$ cat config.mk
export PLATFORM = sky130hd
export DESIGN_NAME = tilt_ball_physics_step
export DESIGN_NICKNAME = d
export VERILOG_FILES = /design/src/rtl/core/tbps_pkg.sv /design/src/rtl/core/tbps_axis.sv /design/src/rtl/core/tilt_ball_physics_step.sv
export SDC_FILE = /design/constraint.sdc
export NUM_CORES = 2
export LEC_CHECK = 0
export BUFFER_PORTS_ARGS = -buffer_cell sky130_fd_sc_hd__buf_2
export CAP_MARGIN = 10
export CORE_ASPECT_RATIO = 0.8
export CORE_MARGIN = 3
export CORE_UTILIZATION = 52
export DETAILED_ROUTE_END_ITERATION = 12
export PLACE_DENSITY = 0.68
export SLEW_MARGIN = 20
export SYNTH_ARGS = -nofsm -noshare
export SYNTH_HDL_FRONTEND = slang
export SYNTH_SLANG_ARGS = --single-unit
$ cat constraint.sdc
create_clock -name clk -period 25.3 [get_ports clk]
set_input_delay 1.265 -clock clk [delete_from_list [all_inputs] [get_ports clk]]
set_output_delay 1.265 -clock clk [all_outputs]
set_load 0.005 [all_outputs]
$ cat src/rtl/core/tbps_pkg.sv
// Shared types, constants and helpers for the tilt-ball physics step.
// No dependencies; used by tbps_axis and tilt_ball_physics_step.
package tbps_pkg;

    // Default position fraction width (8.8 fixed point)
    localparam int FRACTION_BITS = 8;

    // Register indexes of the configuration port
    localparam int CFG_INDEX_W = 3;
    typedef logic [CFG_INDEX_W-1:0] cfg_index_t;
    localparam cfg_index_t CFG_OFFSET_X        = 3'd0;
    localparam cfg_index_t CFG_OFFSET_Y        = 3'd1;
    localparam cfg_index_t CFG_FRICTION        = 3'd2;
    localparam cfg_index_t CFG_SHAKE_THRESHOLD = 3'd3;
    localparam cfg_index_t CFG_MAX_COLUMN      = 3'd4;
    localparam cfg_index_t CFG_MAX_ROW         = 3'd5;

    localparam int CFG_DATA_W = 18;

    // Reset values
    localparam logic [7:0]  FRICTION_RESET        = 8'd250;
    localparam logic [17:0] SHAKE_THRESHOLD_RESET = 18'd2500;
    localparam logic [7:0]  MAX_COLUMN_RESET      = 8'd19;
    localparam logic [7:0]  MAX_ROW_RESET         = 8'd14;
    localparam int          START_COLUMN          = 9;
    localparam int          START_ROW             = 7;

    // Configuration seen by one axis
    typedef struct packed {
        logic [7:0] friction;
        logic [7:0] max_cell;
    } axis_cfg_t;

    // Negate and halve, truncating toward zero
    function automatic logic signed [15:0] neg_half(logic signed [15:0] v);
        logic signed [16:0] n;
        logic signed [16:0] r;
        n = 17'sd0 - $signed({v[15], v});
        r = n + $signed({16'b0, n[16]});
        return r[16:1];
    endfunction

endpackage

$ cat src/rtl/core/tbps_axis.sv
// One-axis velocity and position update: saturate, damp, integrate, bounce.
// Depends on tbps_pkg.
module tbps_axis #(
    parameter int FRACTION_BITS = tbps_pkg::FRACTION_BITS,
    localparam int POS_W = 8 + FRACTION_BITS
) (
    input  logic [POS_W-1:0]     pos,
    input  logic signed [15:0]   vel,
    input  logic signed [8:0]    accel,
    input  tbps_pkg::axis_cfg_t  cfg,
    output logic [POS_W-1:0]     pos_next,
    output logic signed [15:0]   vel_next
);

    localparam int SUM_W = ((POS_W > 16) ? POS_W : 16) + 2;

    logic signed [16:0]      vel_sum;
    logic signed [15:0]      vel_sat;
    logic signed [24:0]      prod;
    logic signed [15:0]      vel_damp;
    logic signed [SUM_W-1:0] pos_sum;
    logic signed [SUM_W-1:0] pos_low;
    logic signed [SUM_W-1:0] wall_ext;
    logic [POS_W-1:0]        wall;
    logic                    hit_low;
    logic                    hit_high;
    logic signed [15:0]      vel_low;

    assign vel_sum = $signed({vel[15], vel}) + $signed({{8{accel[8]}}, accel});

    always_comb
    begin
        if (vel_sum[16] != vel_sum[15])
            vel_sat = vel_sum[16] ? 16'sh8000 : 16'sh7fff;
        else
            vel_sat = vel_sum[15:0];
    end

    // Floor of v * f / 256: the bit-select of the product is an arithmetic shift
    assign prod     = vel_sat * $signed({1'b0, cfg.friction});
    assign vel_damp = prod[23:8];

    assign pos_sum  = $signed({{(SUM_W-POS_W){1'b0}}, pos})
                    + $signed({{(SUM_W-16){vel_damp[15]}}, vel_damp});
    assign wall     = {cfg.max_cell, {FRACTION_BITS{1'b0}}};
    assign wall_ext = $signed({{(SUM_W-POS_W){1'b0}}, wall});

    // Low wall first, then high wall on the clamped value
    assign hit_low  = pos_sum[SUM_W-1];
    assign pos_low  = hit_low ? '0 : pos_sum;
    assign hit_high = (pos_low >= wall_ext);

    assign vel_low  = hit_low  ? tbps_pkg::neg_half(vel_damp) : vel_damp;
    assign vel_next = hit_high ? tbps_pkg::neg_half(vel_low)  : vel_low;
    assign pos_next = hit_high ? wall : pos_low[POS_W-1:0];

endmodule

$ cat src/rtl/core/tilt_ball_physics_step.sv
// Tilt-ball physics step: shake detect, velocity damping, position update.
// An input word waits in the input register until the result register is free
// or draining, then is written to the result register. Throughput: one word per
// cycle while the sink takes words; the tbps_axis state update is combinational.
// Reset: config to defaults, ball at cell (9, 7), velocities and previous sample zero,
// both pipeline stages empty.
// Depends on tbps_pkg and tbps_axis.
module tilt_ball_physics_step #(
    parameter int FRACTION_BITS = tbps_pkg::FRACTION_BITS
) (
    input  logic        clk,
    input  logic        rst_n,
    // input stream
    input  logic        s_tvalid,
    output logic        s_tready,
    input  logic [23:0] s_tdata,   // accel_x[7:0], accel_y[15:8], accel_z[23:16]
    // result stream
    output logic        m_tvalid,
    input  logic        m_tready,
    output logic [15:0] m_tdata,   // cell_column[7:0], cell_row[15:8]
    output logic        m_tuser,   // shake[0]
    // configuration write port
    input  logic                             cfg_we,
    input  tbps_pkg::cfg_index_t             cfg_index,
    input  logic [tbps_pkg::CFG_DATA_W-1:0]  cfg_data
);

    localparam int POS_W = 8 + FRACTION_BITS;

    // ---------------------------------------------------------------
    // Configuration registers
    // ---------------------------------------------------------------
    logic signed [7:0] offset_x_reg;
    logic signed [7:0] offset_y_reg;
    logic [7:0]        friction_reg;
    logic [17:0]       shake_threshold_reg;
    logic [7:0]        max_column_reg;
    logic [7:0]        max_row_reg;

    always_ff @(posedge clk or negedge rst_n)
    begin
        if (!rst_n)
        begin
            offset_x_reg        <= '0;
            offset_y_reg        <= '0;
            friction_reg        <= tbps_pkg::FRICTION_RESET;
            shake_threshold_reg <= tbps_pkg::SHAKE_THRESHOLD_RESET;
            max_column_reg      <= tbps_pkg::MAX_COLUMN_RESET;
            max_row_reg         <= tbps_pkg::MAX_ROW_RESET;
        end
        else if (cfg_we)
        begin
            // indexes past the last register drop silently
            unique case (cfg_index)
                tbps_pkg::CFG_OFFSET_X:        offset_x_reg        <= cfg_data[7:0];
                tbps_pkg::CFG_OFFSET_Y:        offset_y_reg        <= cfg_data[7:0];
                tbps_pkg::CFG_FRICTION:        friction_reg        <= cfg_data[7:0];
                tbps_pkg::CFG_SHAKE_THRESHOLD: shake_threshold_reg <= cfg_data[17:0];
                tbps_pkg::CFG_MAX_COLUMN:      max_column_reg      <= cfg_data[7:0];
                tbps_pkg::CFG_MAX_ROW:         max_row_reg         <= cfg_data[7:0];
                default: ;
            endcase
        end
    end

    // ---------------------------------------------------------------
    // Handshake: input register, compute, result register.
    // The compute step fires when an input word is held and the result
    // register is free or being drained this cycle, so one word moves
    // through per cycle while the sink keeps taking words.
    // ---------------------------------------------------------------
    logic        in_valid_reg;
    logic [23:0] in_data_reg;
    logic        out_valid_reg;
    logic [15:0] out_data_reg;
    logic        out_shake_reg;
    logic        out_free;
    logic        fire;

    assign out_free = !out_valid_reg || m_tready;
    assign fire     = in_valid_reg && out_free;
    assign s_tready = !in_valid_reg || fire;

    always_ff @(posedge clk or negedge rst_n)
    begin
        if (!rst_n)
            in_valid_reg <= 1'b0;
        else if (s_tready)
            in_valid_reg <= s_tvalid;
    end

    always_ff @(posedge clk)
    begin
        if (s_tready && s_tvalid)
            in_data_reg <= s_tdata;
    end

    // ---------------------------------------------------------------
    // Shake detect: energy of the change from the previous raw sample
    // ---------------------------------------------------------------
    logic signed [7:0]  accel_x;
    logic signed [7:0]  accel_y;
    logic signed [7:0]  accel_z;
    logic signed [7:0]  prev_x_reg;
    logic signed [7:0]  prev_y_reg;
    logic signed [7:0]  prev_z_reg;
    logic signed [8:0]  dx;
    logic signed [8:0]  dy;
    logic signed [8:0]  dz;
    logic signed [17:0] sq_x;
    logic signed [17:0] sq_y;
    logic signed [17:0] sq_z;
    logic [17:0]        motion;
    logic               shake_next;

    assign accel_x = in_data_reg[7:0];
    assign accel_y = in_data_reg[15:8];
    assign accel_z = in_data_reg[23:16];

    assign dx = $signed({accel_x[7], accel_x}) - $signed({prev_x_reg[7], prev_x_reg});
    assign dy = $signed({accel_y[7], accel_y}) - $signed({prev_y_reg[7], prev_y_reg});
    assign dz = $signed({accel_z[7], accel_z}) - $signed({prev_z_reg[7], prev_z_reg});

    assign sq_x = dx * dx;
    assign sq_y = dy * dy;
    assign sq_z = dz * dz;

    // each square is at most 2^16, so the sum fits 18 bits
    assign motion     = $unsigned(sq_x) + $unsigned(sq_y) + $unsigned(sq_z);
    assign shake_next = (motion > shake_threshold_reg);

    // ---------------------------------------------------------------
    // Ball state and per-axis update
    // ---------------------------------------------------------------
    logic [POS_W-1:0]    pos_x_reg;
    logic [POS_W-1:0]    pos_y_reg;
    logic signed [15:0]  vel_x_reg;
    logic signed [15:0]  vel_y_reg;
    logic [POS_W-1:0]    pos_x_next;
    logic [POS_W-1:0]    pos_y_next;
    logic signed [15:0]  vel_x_next;
    logic signed [15:0]  vel_y_next;
    logic signed [8:0]   cal_x;
    logic signed [8:0]   cal_y;
    tbps_pkg::axis_cfg_t cfg_x;
    tbps_pkg::axis_cfg_t cfg_y;

    // calibrated tilt
    assign cal_x = $signed({accel_x[7], accel_x}) - $signed({offset_x_reg[7], offset_x_reg});
    assign cal_y = $signed({accel_y[7], accel_y}) - $signed({offset_y_reg[7], offset_y_reg});

    assign cfg_x = '{friction: friction_reg, max_cell: max_column_reg};
    assign cfg_y = '{friction: friction_reg, max_cell: max_row_reg};

    tbps_axis #(
        .FRACTION_BITS (FRACTION_BITS)
    ) u_axis_x (
        .pos      (pos_x_reg),
        .vel      (vel_x_reg),
        .accel    (cal_x),
        .cfg      (cfg_x),
        .pos_next (pos_x_next),
        .vel_next (vel_x_next)
    );

    tbps_axis #(
        .FRACTION_BITS (FRACTION_BITS)
    ) u_axis_y (
        .pos      (pos_y_reg),
        .vel      (vel_y_reg),
        .accel    (cal_y),
        .cfg      (cfg_y),
        .pos_next (pos_y_next),
        .vel_next (vel_y_next)
    );

    // Advance the state once per word that fires
    always_ff @(posedge clk or negedge rst_n)
    begin
        if (!rst_n)
        begin
            pos_x_reg  <= POS_W'(tbps_pkg::START_COLUMN) << FRACTION_BITS;
            pos_y_reg  <= POS_W'(tbps_pkg::START_ROW) << FRACTION_BITS;
            vel_x_reg  <= '0;
            vel_y_reg  <= '0;
            prev_x_reg <= '0;
            prev_y_reg <= '0;
            prev_z_reg <= '0;
        end
        else if (fire)
        begin
            pos_x_reg  <= pos_x_next;
            pos_y_reg  <= pos_y_next;
            vel_x_reg  <= vel_x_next;
            vel_y_reg  <= vel_y_next;
            prev_x_reg <= accel_x;
            prev_y_reg <= accel_y;
            prev_z_reg <= accel_z;
        end
    end

    // ---------------------------------------------------------------
    // Result register: hold until the sink takes the word
    // ---------------------------------------------------------------
    always_ff @(posedge clk or negedge rst_n)
    begin
        if (!rst_n)
            out_valid_reg <= 1'b0;
        else if (out_free)
            out_valid_reg <= fire;
    end

    always_ff @(posedge clk)
    begin
        if (fire)
        begin
            out_data_reg  <= {pos_y_next[POS_W-1:FRACTION_BITS],
                              pos_x_next[POS_W-1:FRACTION_BITS]};
            out_shake_reg <= shake_next;
        end
    end

    assign m_tvalid = out_valid_reg;
    assign m_tdata  = out_data_reg;
    assign m_tuser  = out_shake_reg;

    // ---------------------------------------------------------------
    // Assertions
    // ---------------------------------------------------------------
    // a held input word is never dropped before it fires
    assert property (@(posedge clk) disable iff (!rst_n)
        (in_valid_reg && !fire) |=> in_valid_reg)
        else $error("input word lost without firing");

    // every fired word shows up as a result word
    assert property (@(posedge clk) disable iff (!rst_n)
        fire |=> out_valid_reg)
        else $error("fired word missing from result register");

    // after a step the ball sits inside the walls
    assert property (@(posedge clk) disable iff (!rst_n)
        fire |=> (pos_x_reg <= {max_column_reg, {FRACTION_BITS{1'b0}}}
               && pos_y_reg <= {max_row_reg, {FRACTION_BITS{1'b0}}}))
        else $error("ball position beyond wall after step");

endmodule
# ---- Word level (Yosys, flattened, before mapping)
# Index checks and enable logic that the tools add are counted.
dict set report classes {
  magnitude_cmp 3
  n_eq_ne 7
  mul 5
  n_addsub 19
  n_reduce_logical 13
  mux 12
}
# cell n
set op_table {}
lappend op_table {{16-bit 2-to-1 mux} 10}
lappend op_table {{17-bit by 2-bit adder with 17-bit output} 4}
lappend op_table {{1-bit by 16-bit subtractor with 17-bit output (first input constant)} 4}
lappend op_table {{9-bit by 9-bit multiplier with 18-bit output} 3}
lappend op_table {{16-bit by 9-bit multiplier with 24-bit output} 2}
lappend op_table {{8-bit by 8-bit subtractor with 9-bit output} 5}
lappend op_table {{17-bit by 16-bit adder with 18-bit output} 2}
lappend op_table {{18-bit adder} 2}
lappend op_table {{18-bit by 17-bit >= comparator with 1-bit output} 2}
lappend op_table {{16-bit by 9-bit adder with 17-bit output} 2}
lappend op_table {{17-bit 2-to-1 mux} 2}
lappend op_table {{18-bit > comparator} 1}
lappend op_table {{2-bit AND reduction} 6}
lappend op_table {{3-bit by 2-bit equality test with 1-bit output (second input constant)} 2}
lappend op_table {{3-bit equality test (second input constant)} 2}
lappend op_table {{3-bit by 1-bit equality test with 1-bit output (second input constant)} 1}
lappend op_table {{3-bit logical NOT} 1}
lappend op_table {{1-bit logical AND} 2}
lappend op_table {{1-bit logical NOT} 2}
lappend op_table {{1-bit logical OR} 2}
lappend op_table {{1-bit inequality test} 2}
dict set report word_totals {
  register_bits 189
  in_bits 50
  wordCells 77
  out_inout_bits 19
}

# ---- Longest topological paths before layout
dict set report logic_depth {
  ltp_word 11
  mapped_depth 76
}

# ---- Hierarchy
# A second synthesis with hierarchy kept.
dict set report hier_totals {
  hier_cells 4040
  hier_area_um2 35436.5
}
# mod seq_area_each_um2 area_per_inst_um2 cells_each instances
set by_module_without_submodules {}
lappend by_module_without_submodules {tilt_ball_physics_step 4962.3 17018.8 1552 1}
lappend by_module_without_submodules {{tbps_axis at u_axis_x} 0.0 9247.6 1241 1}
lappend by_module_without_submodules {{tbps_axis at u_axis_y} 0.0 9170.0 1247 1}

# ---- Worst setup path before layout
# No wires, ideal clock.
dict set report synth_path {
  path_kind {flip-flop to flip-flop}
  from {reg in_data_reg[9]}
  to {reg vel_y_reg[1]}
  path_buffers 11
  t_required_ps 25170
  slack_ps 10868
  path_stages_with_launch 72
  t_arrival_ps 14301
  setup_time_ps 130
  path_cell_list {edfxtp_1 inv_1 fa_1 inv_1 ha_1 a21o_1 a21oi_1 o21bai_1 a21oi_1 o21bai_1 a21oi_1 o21bai_1 a21oi_1 o21bai_1 a21oi_1 o21bai_1 a21oi_1 o21bai_1 [... 36 more ...] xnor2_1 buf_2 buf_1 clkbuf_1 nor3_1 ha_1 nor2b_1 o21ai_0 nand2_1 a21o_1 a21oi_1 o21ai_0 a311oi_1 clkbuf_1 buf_1 nand2_1 o211ai_1 o21ai_0}
}
dict set report synth_between {
  elab_chain_len 11
  word_cells_on_any_way 15
  classes_between {7 x add/sub; 1 x mul; 1 x order compare; 1 x eq/ne; 5 x mux}
}
# element line
set synth_rtl {}
lappend synth_rtl {{start: declaration} tilt_ball_physics_step.sv:73} ;# logic [23:0] in_data_reg;
lappend synth_rtl {{start signal: assignment} tilt_ball_physics_step.sv:95} ;# in_data_reg <= s_tdata;
lappend synth_rtl {{8-bit by 8-bit subtractor with 9-bit output *} tilt_ball_physics_step.sv:150} ;# assign cal_y = $signed({accel_y[7], accel_y}) - $signed({offset_y_reg[7], offset_y_reg});
lappend synth_rtl {{16-bit by 9-bit adder with 17-bit output *} tbps_axis.sv:29} ;# assign vel_sum = $signed({vel[15], vel}) + $signed({{8{accel[8]}}, accel});
lappend synth_rtl {{16-bit 2-to-1 mux / 1-bit inequality test (equally long branches)} {tbps_axis.sv:34, tbps_axis.sv:33}}
lappend synth_rtl {{16-bit 2-to-1 mux *} tbps_axis.sv:33} ;# if (vel_sum[16] != vel_sum[15])
lappend synth_rtl {{16-bit by 9-bit multiplier with 24-bit output *} tbps_axis.sv:40} ;# assign prod = vel_sat * $signed({1'b0, cfg.friction});
lappend synth_rtl {{1-bit by 16-bit subtractor with 17-bit output} tbps_pkg.sv:38} ;# n = 17'sd0 - $signed({v[15], v});
lappend synth_rtl {{17-bit by 2-bit adder with 17-bit output} tbps_pkg.sv:39} ;# r = n + $signed({16'b0, n[16]});
lappend synth_rtl {{16-bit 2-to-1 mux} tbps_axis.sv:53} ;# assign vel_low = hit_low ? tbps_pkg::neg_half(vel_damp) : vel_damp;
lappend synth_rtl {{1-bit by 16-bit subtractor with 17-bit output} tbps_pkg.sv:38}
lappend synth_rtl {{17-bit by 2-bit adder with 17-bit output} tbps_pkg.sv:39}
lappend synth_rtl {{16-bit 2-to-1 mux *} tbps_axis.sv:54} ;# assign vel_next = hit_high ? tbps_pkg::neg_half(vel_low) : vel_low;
lappend synth_rtl {{end signal: assignment} tilt_ball_physics_step.sv:195} ;# vel_y_reg <= vel_y_next;
lappend synth_rtl {{end: declaration} tilt_ball_physics_step.sv:138} ;# logic signed [15:0] vel_y_reg;
# Mark *: on every way between the ends. The rest lies on a longest branch, timed or not.
# A chain may end at the register's enable or synchronous reset.

# ---- Worst setup path after layout
dict set report layout_path {
  from {reg in_data_reg[9]}
  to {reg vel_y_reg[9]}
}
# Same word-level chain as after synthesis.

==> results.md <==
- Clock Path Buffers: 2
- Min Tclk post-route: 16.65 ns
- Die Y: 241.3 um
- Slowest cell delay on critical path: 0.74 ns
- Outcome: finished, final reports clean
- Initial Utilization: 0.5304
- Mapped Cells: 4184
- Commonest cells post-synth: inv_1, fa_1, nand2_1
- Die width: 300.1 um
- Routability cong.: 0.9691
- Total track usage: 0.2681
- CORE AREA: 0.06785 mm2
- First-pass GRT wire length: 155600 um
- Syn avg cell area: 8.601 um2
- Unrepaired setup endpoints after global routing: no
- Nets@finish: 5005
- Number of buffers created by CTS: 17
- Post-DR wirelength/cell: 18.69 um
- Synth top area share: 0.2559
- CTS Hold Bufs: 0
- Clk_lat worst skew: 0.47 ns
- N_diodes: 0
- DIE AREA: 0.07242 mm2
- DRC violations left: 0
- Root Driver: clkbuf_16
- Synth area leader: fa_1
- Net count after synthesis: 5019
- Slowest-stage cell, CP: a221oi_1
- Largest net degree at the start of global routing: 89
- Seq cells post-synth: 189
- Vias in the first global route: 28650
- Count of final max-slew check failures: 0
- Rows: 85
- Top-count cell post-synth: inv_1
- TritonCTS clock tree: built
- Post-route ant nets: 0
- Critical Path AT: 16.98 ns
- Final period util: 0.6580
- Area Growth Syn to Fin: 5.146%
- Critical path required time: 25.63 ns
- Post-synth top flop: dfrtp_1
- Actual slew at the worst max-slew pin: 1.117 ns
- H-tree Lvls: 4
- Critical Path End Type: flop
- Max_cap viols: 0
- Clock Skews: 0.01838 ns
- Largest cells by area after synthesis: fa_1, ha_1, dfrtp_1
- Crit path kind: reg2reg
- Clock Sinks: 189
- Reg clk slew, reported paths: 0.08 ns
- Critical Path Fanout Max: 20
- Mapped Area: 0.03599 mm2
- Yosys cell types: 133
- Yosys warns: 0
- Layout cell share with drive strength beyond 1: 0.07770
- CP most frequent cell: a21oi_1
- Initial antenna violation count: 4
- Final Hold Fails: 0
- Initial DRC count: 2468
- Post-DP HPWL: 77250 um
- Routed WL: 95230 um
- Post-synth EDFFs: 41
- DR vias/cell: 5.681
- CTS resizes: 0
- Final setup viols: 0
- Max reg flops: 24
- Worst setup SP type: flop
- Setup Buffers After CTS: 0
- Register area share after synthesis: 0.1379
- Slew margin rel.: 0.2542
- HP Class: reg2reg
- Post-synth ARST share: 0.7831
- Post-route setup TNS: 0 ns
- Drt pass-1 iters: 6
- PortBufs: 68
- GRT Residual Overflow: 0
- Via count: 28950
- Io pins: 69
- Peak Freq: 60.07 MHz
-- routing by layer --
layer	vias to the layer above	part of all wire	GRT usage
li1	13750	-	-
met1	14110	0.49	0.4107
met2	974	0.43	0.4069
met3	113	0.070	0.03718
met4	2	0.018	0.05246
met5	-	0.00014	0
-- cell usage in the layout, fill, tap and decap left out, types with 47 or more instances in the layout --
cell and instances:
inv_1 833, fa_1 460, nand2_1 397, ha_1 325
nor2_1 206, and2_1 168, a21oi_1 168, o21ai_0 146
xnor2_1 130, dfrtp_1 126, nor3_1 74, mux2_2 71
buf_2 67, a21o_1 66, nand3_1 59, xor2_1 47
-- kinds of logic after synthesis --
group / synth area share
AND/OR/NAND/NOR: 0.1614
buffers and inverters: 0.1031
AO/OA/AOI/OAI: 0.1543
adder cells (fa/ha/maj): 0.3689
flip-flops: 0.1379
XOR/XNOR: 0.04562
multiplexers: 0.02893
-- metrics by stage --
step           area, um2  instances  hold slack (ns)  utilization  setup WS [ns]
2_1_floorplan      35990       4184           0.4415            -          10.87
3_3_place_gp       37200       5063           0.4556       0.5482          9.108
3_5_place_dp       37210       5063           0.4626       0.5484          8.972
4_1_cts            37820       5095           0.4741       0.5573          8.914
5_1_grt            37840       5096           0.4937       0.5577          7.382
6_report           37840       5096           0.4723       0.5577          8.653
-- final timing paths --
check,start,end,slack (ns),cells past startpoint
setup reg to reg,in_data_reg[9],vel_y_reg[9],8.65,66
hold reg to reg,pos_x_reg[8],pos_x_reg[8],0.47,2
setup / recovery,in_data_reg[9],vel_y_reg[9],8.65,66
max in group asynchronous,rst_n,shake_threshold_reg[4],23.02,2
min in group asynchronous,rst_n,in_valid_reg,0.81,1
hold / removal,pos_x_reg[8],pos_x_reg[8],0.47,2
-- final cells by class --
type,count,area (um2)
clock buffer,18,450.4
timing repair buffer,95,553.0
multi-input combinational,3019,27390
inverter,848,3186
sequential,189,4962
tap,913,1142
fill,6272,30010
clock inverter,14,158.9
-- critical path, delay by kind of cell, from the launching register on --
| kind | cells | cell delay, ns |
|---|---|---|
| compound gates | 31 | 6.88 |
| fa+ha+maj | 10 | 4.49 |
| simple gates | 15 | 3.27 |
| buf+inv | 7 | 1.03 |
| flops | 1 | 0.45 |
| xor+xnor | 2 | 0.24 |
| mux | 1 | 0.13 |
Power is left out: the tool's default activity adds up to more than one toggle a clock period on the data nets, which glitch-free logic cannot reach.
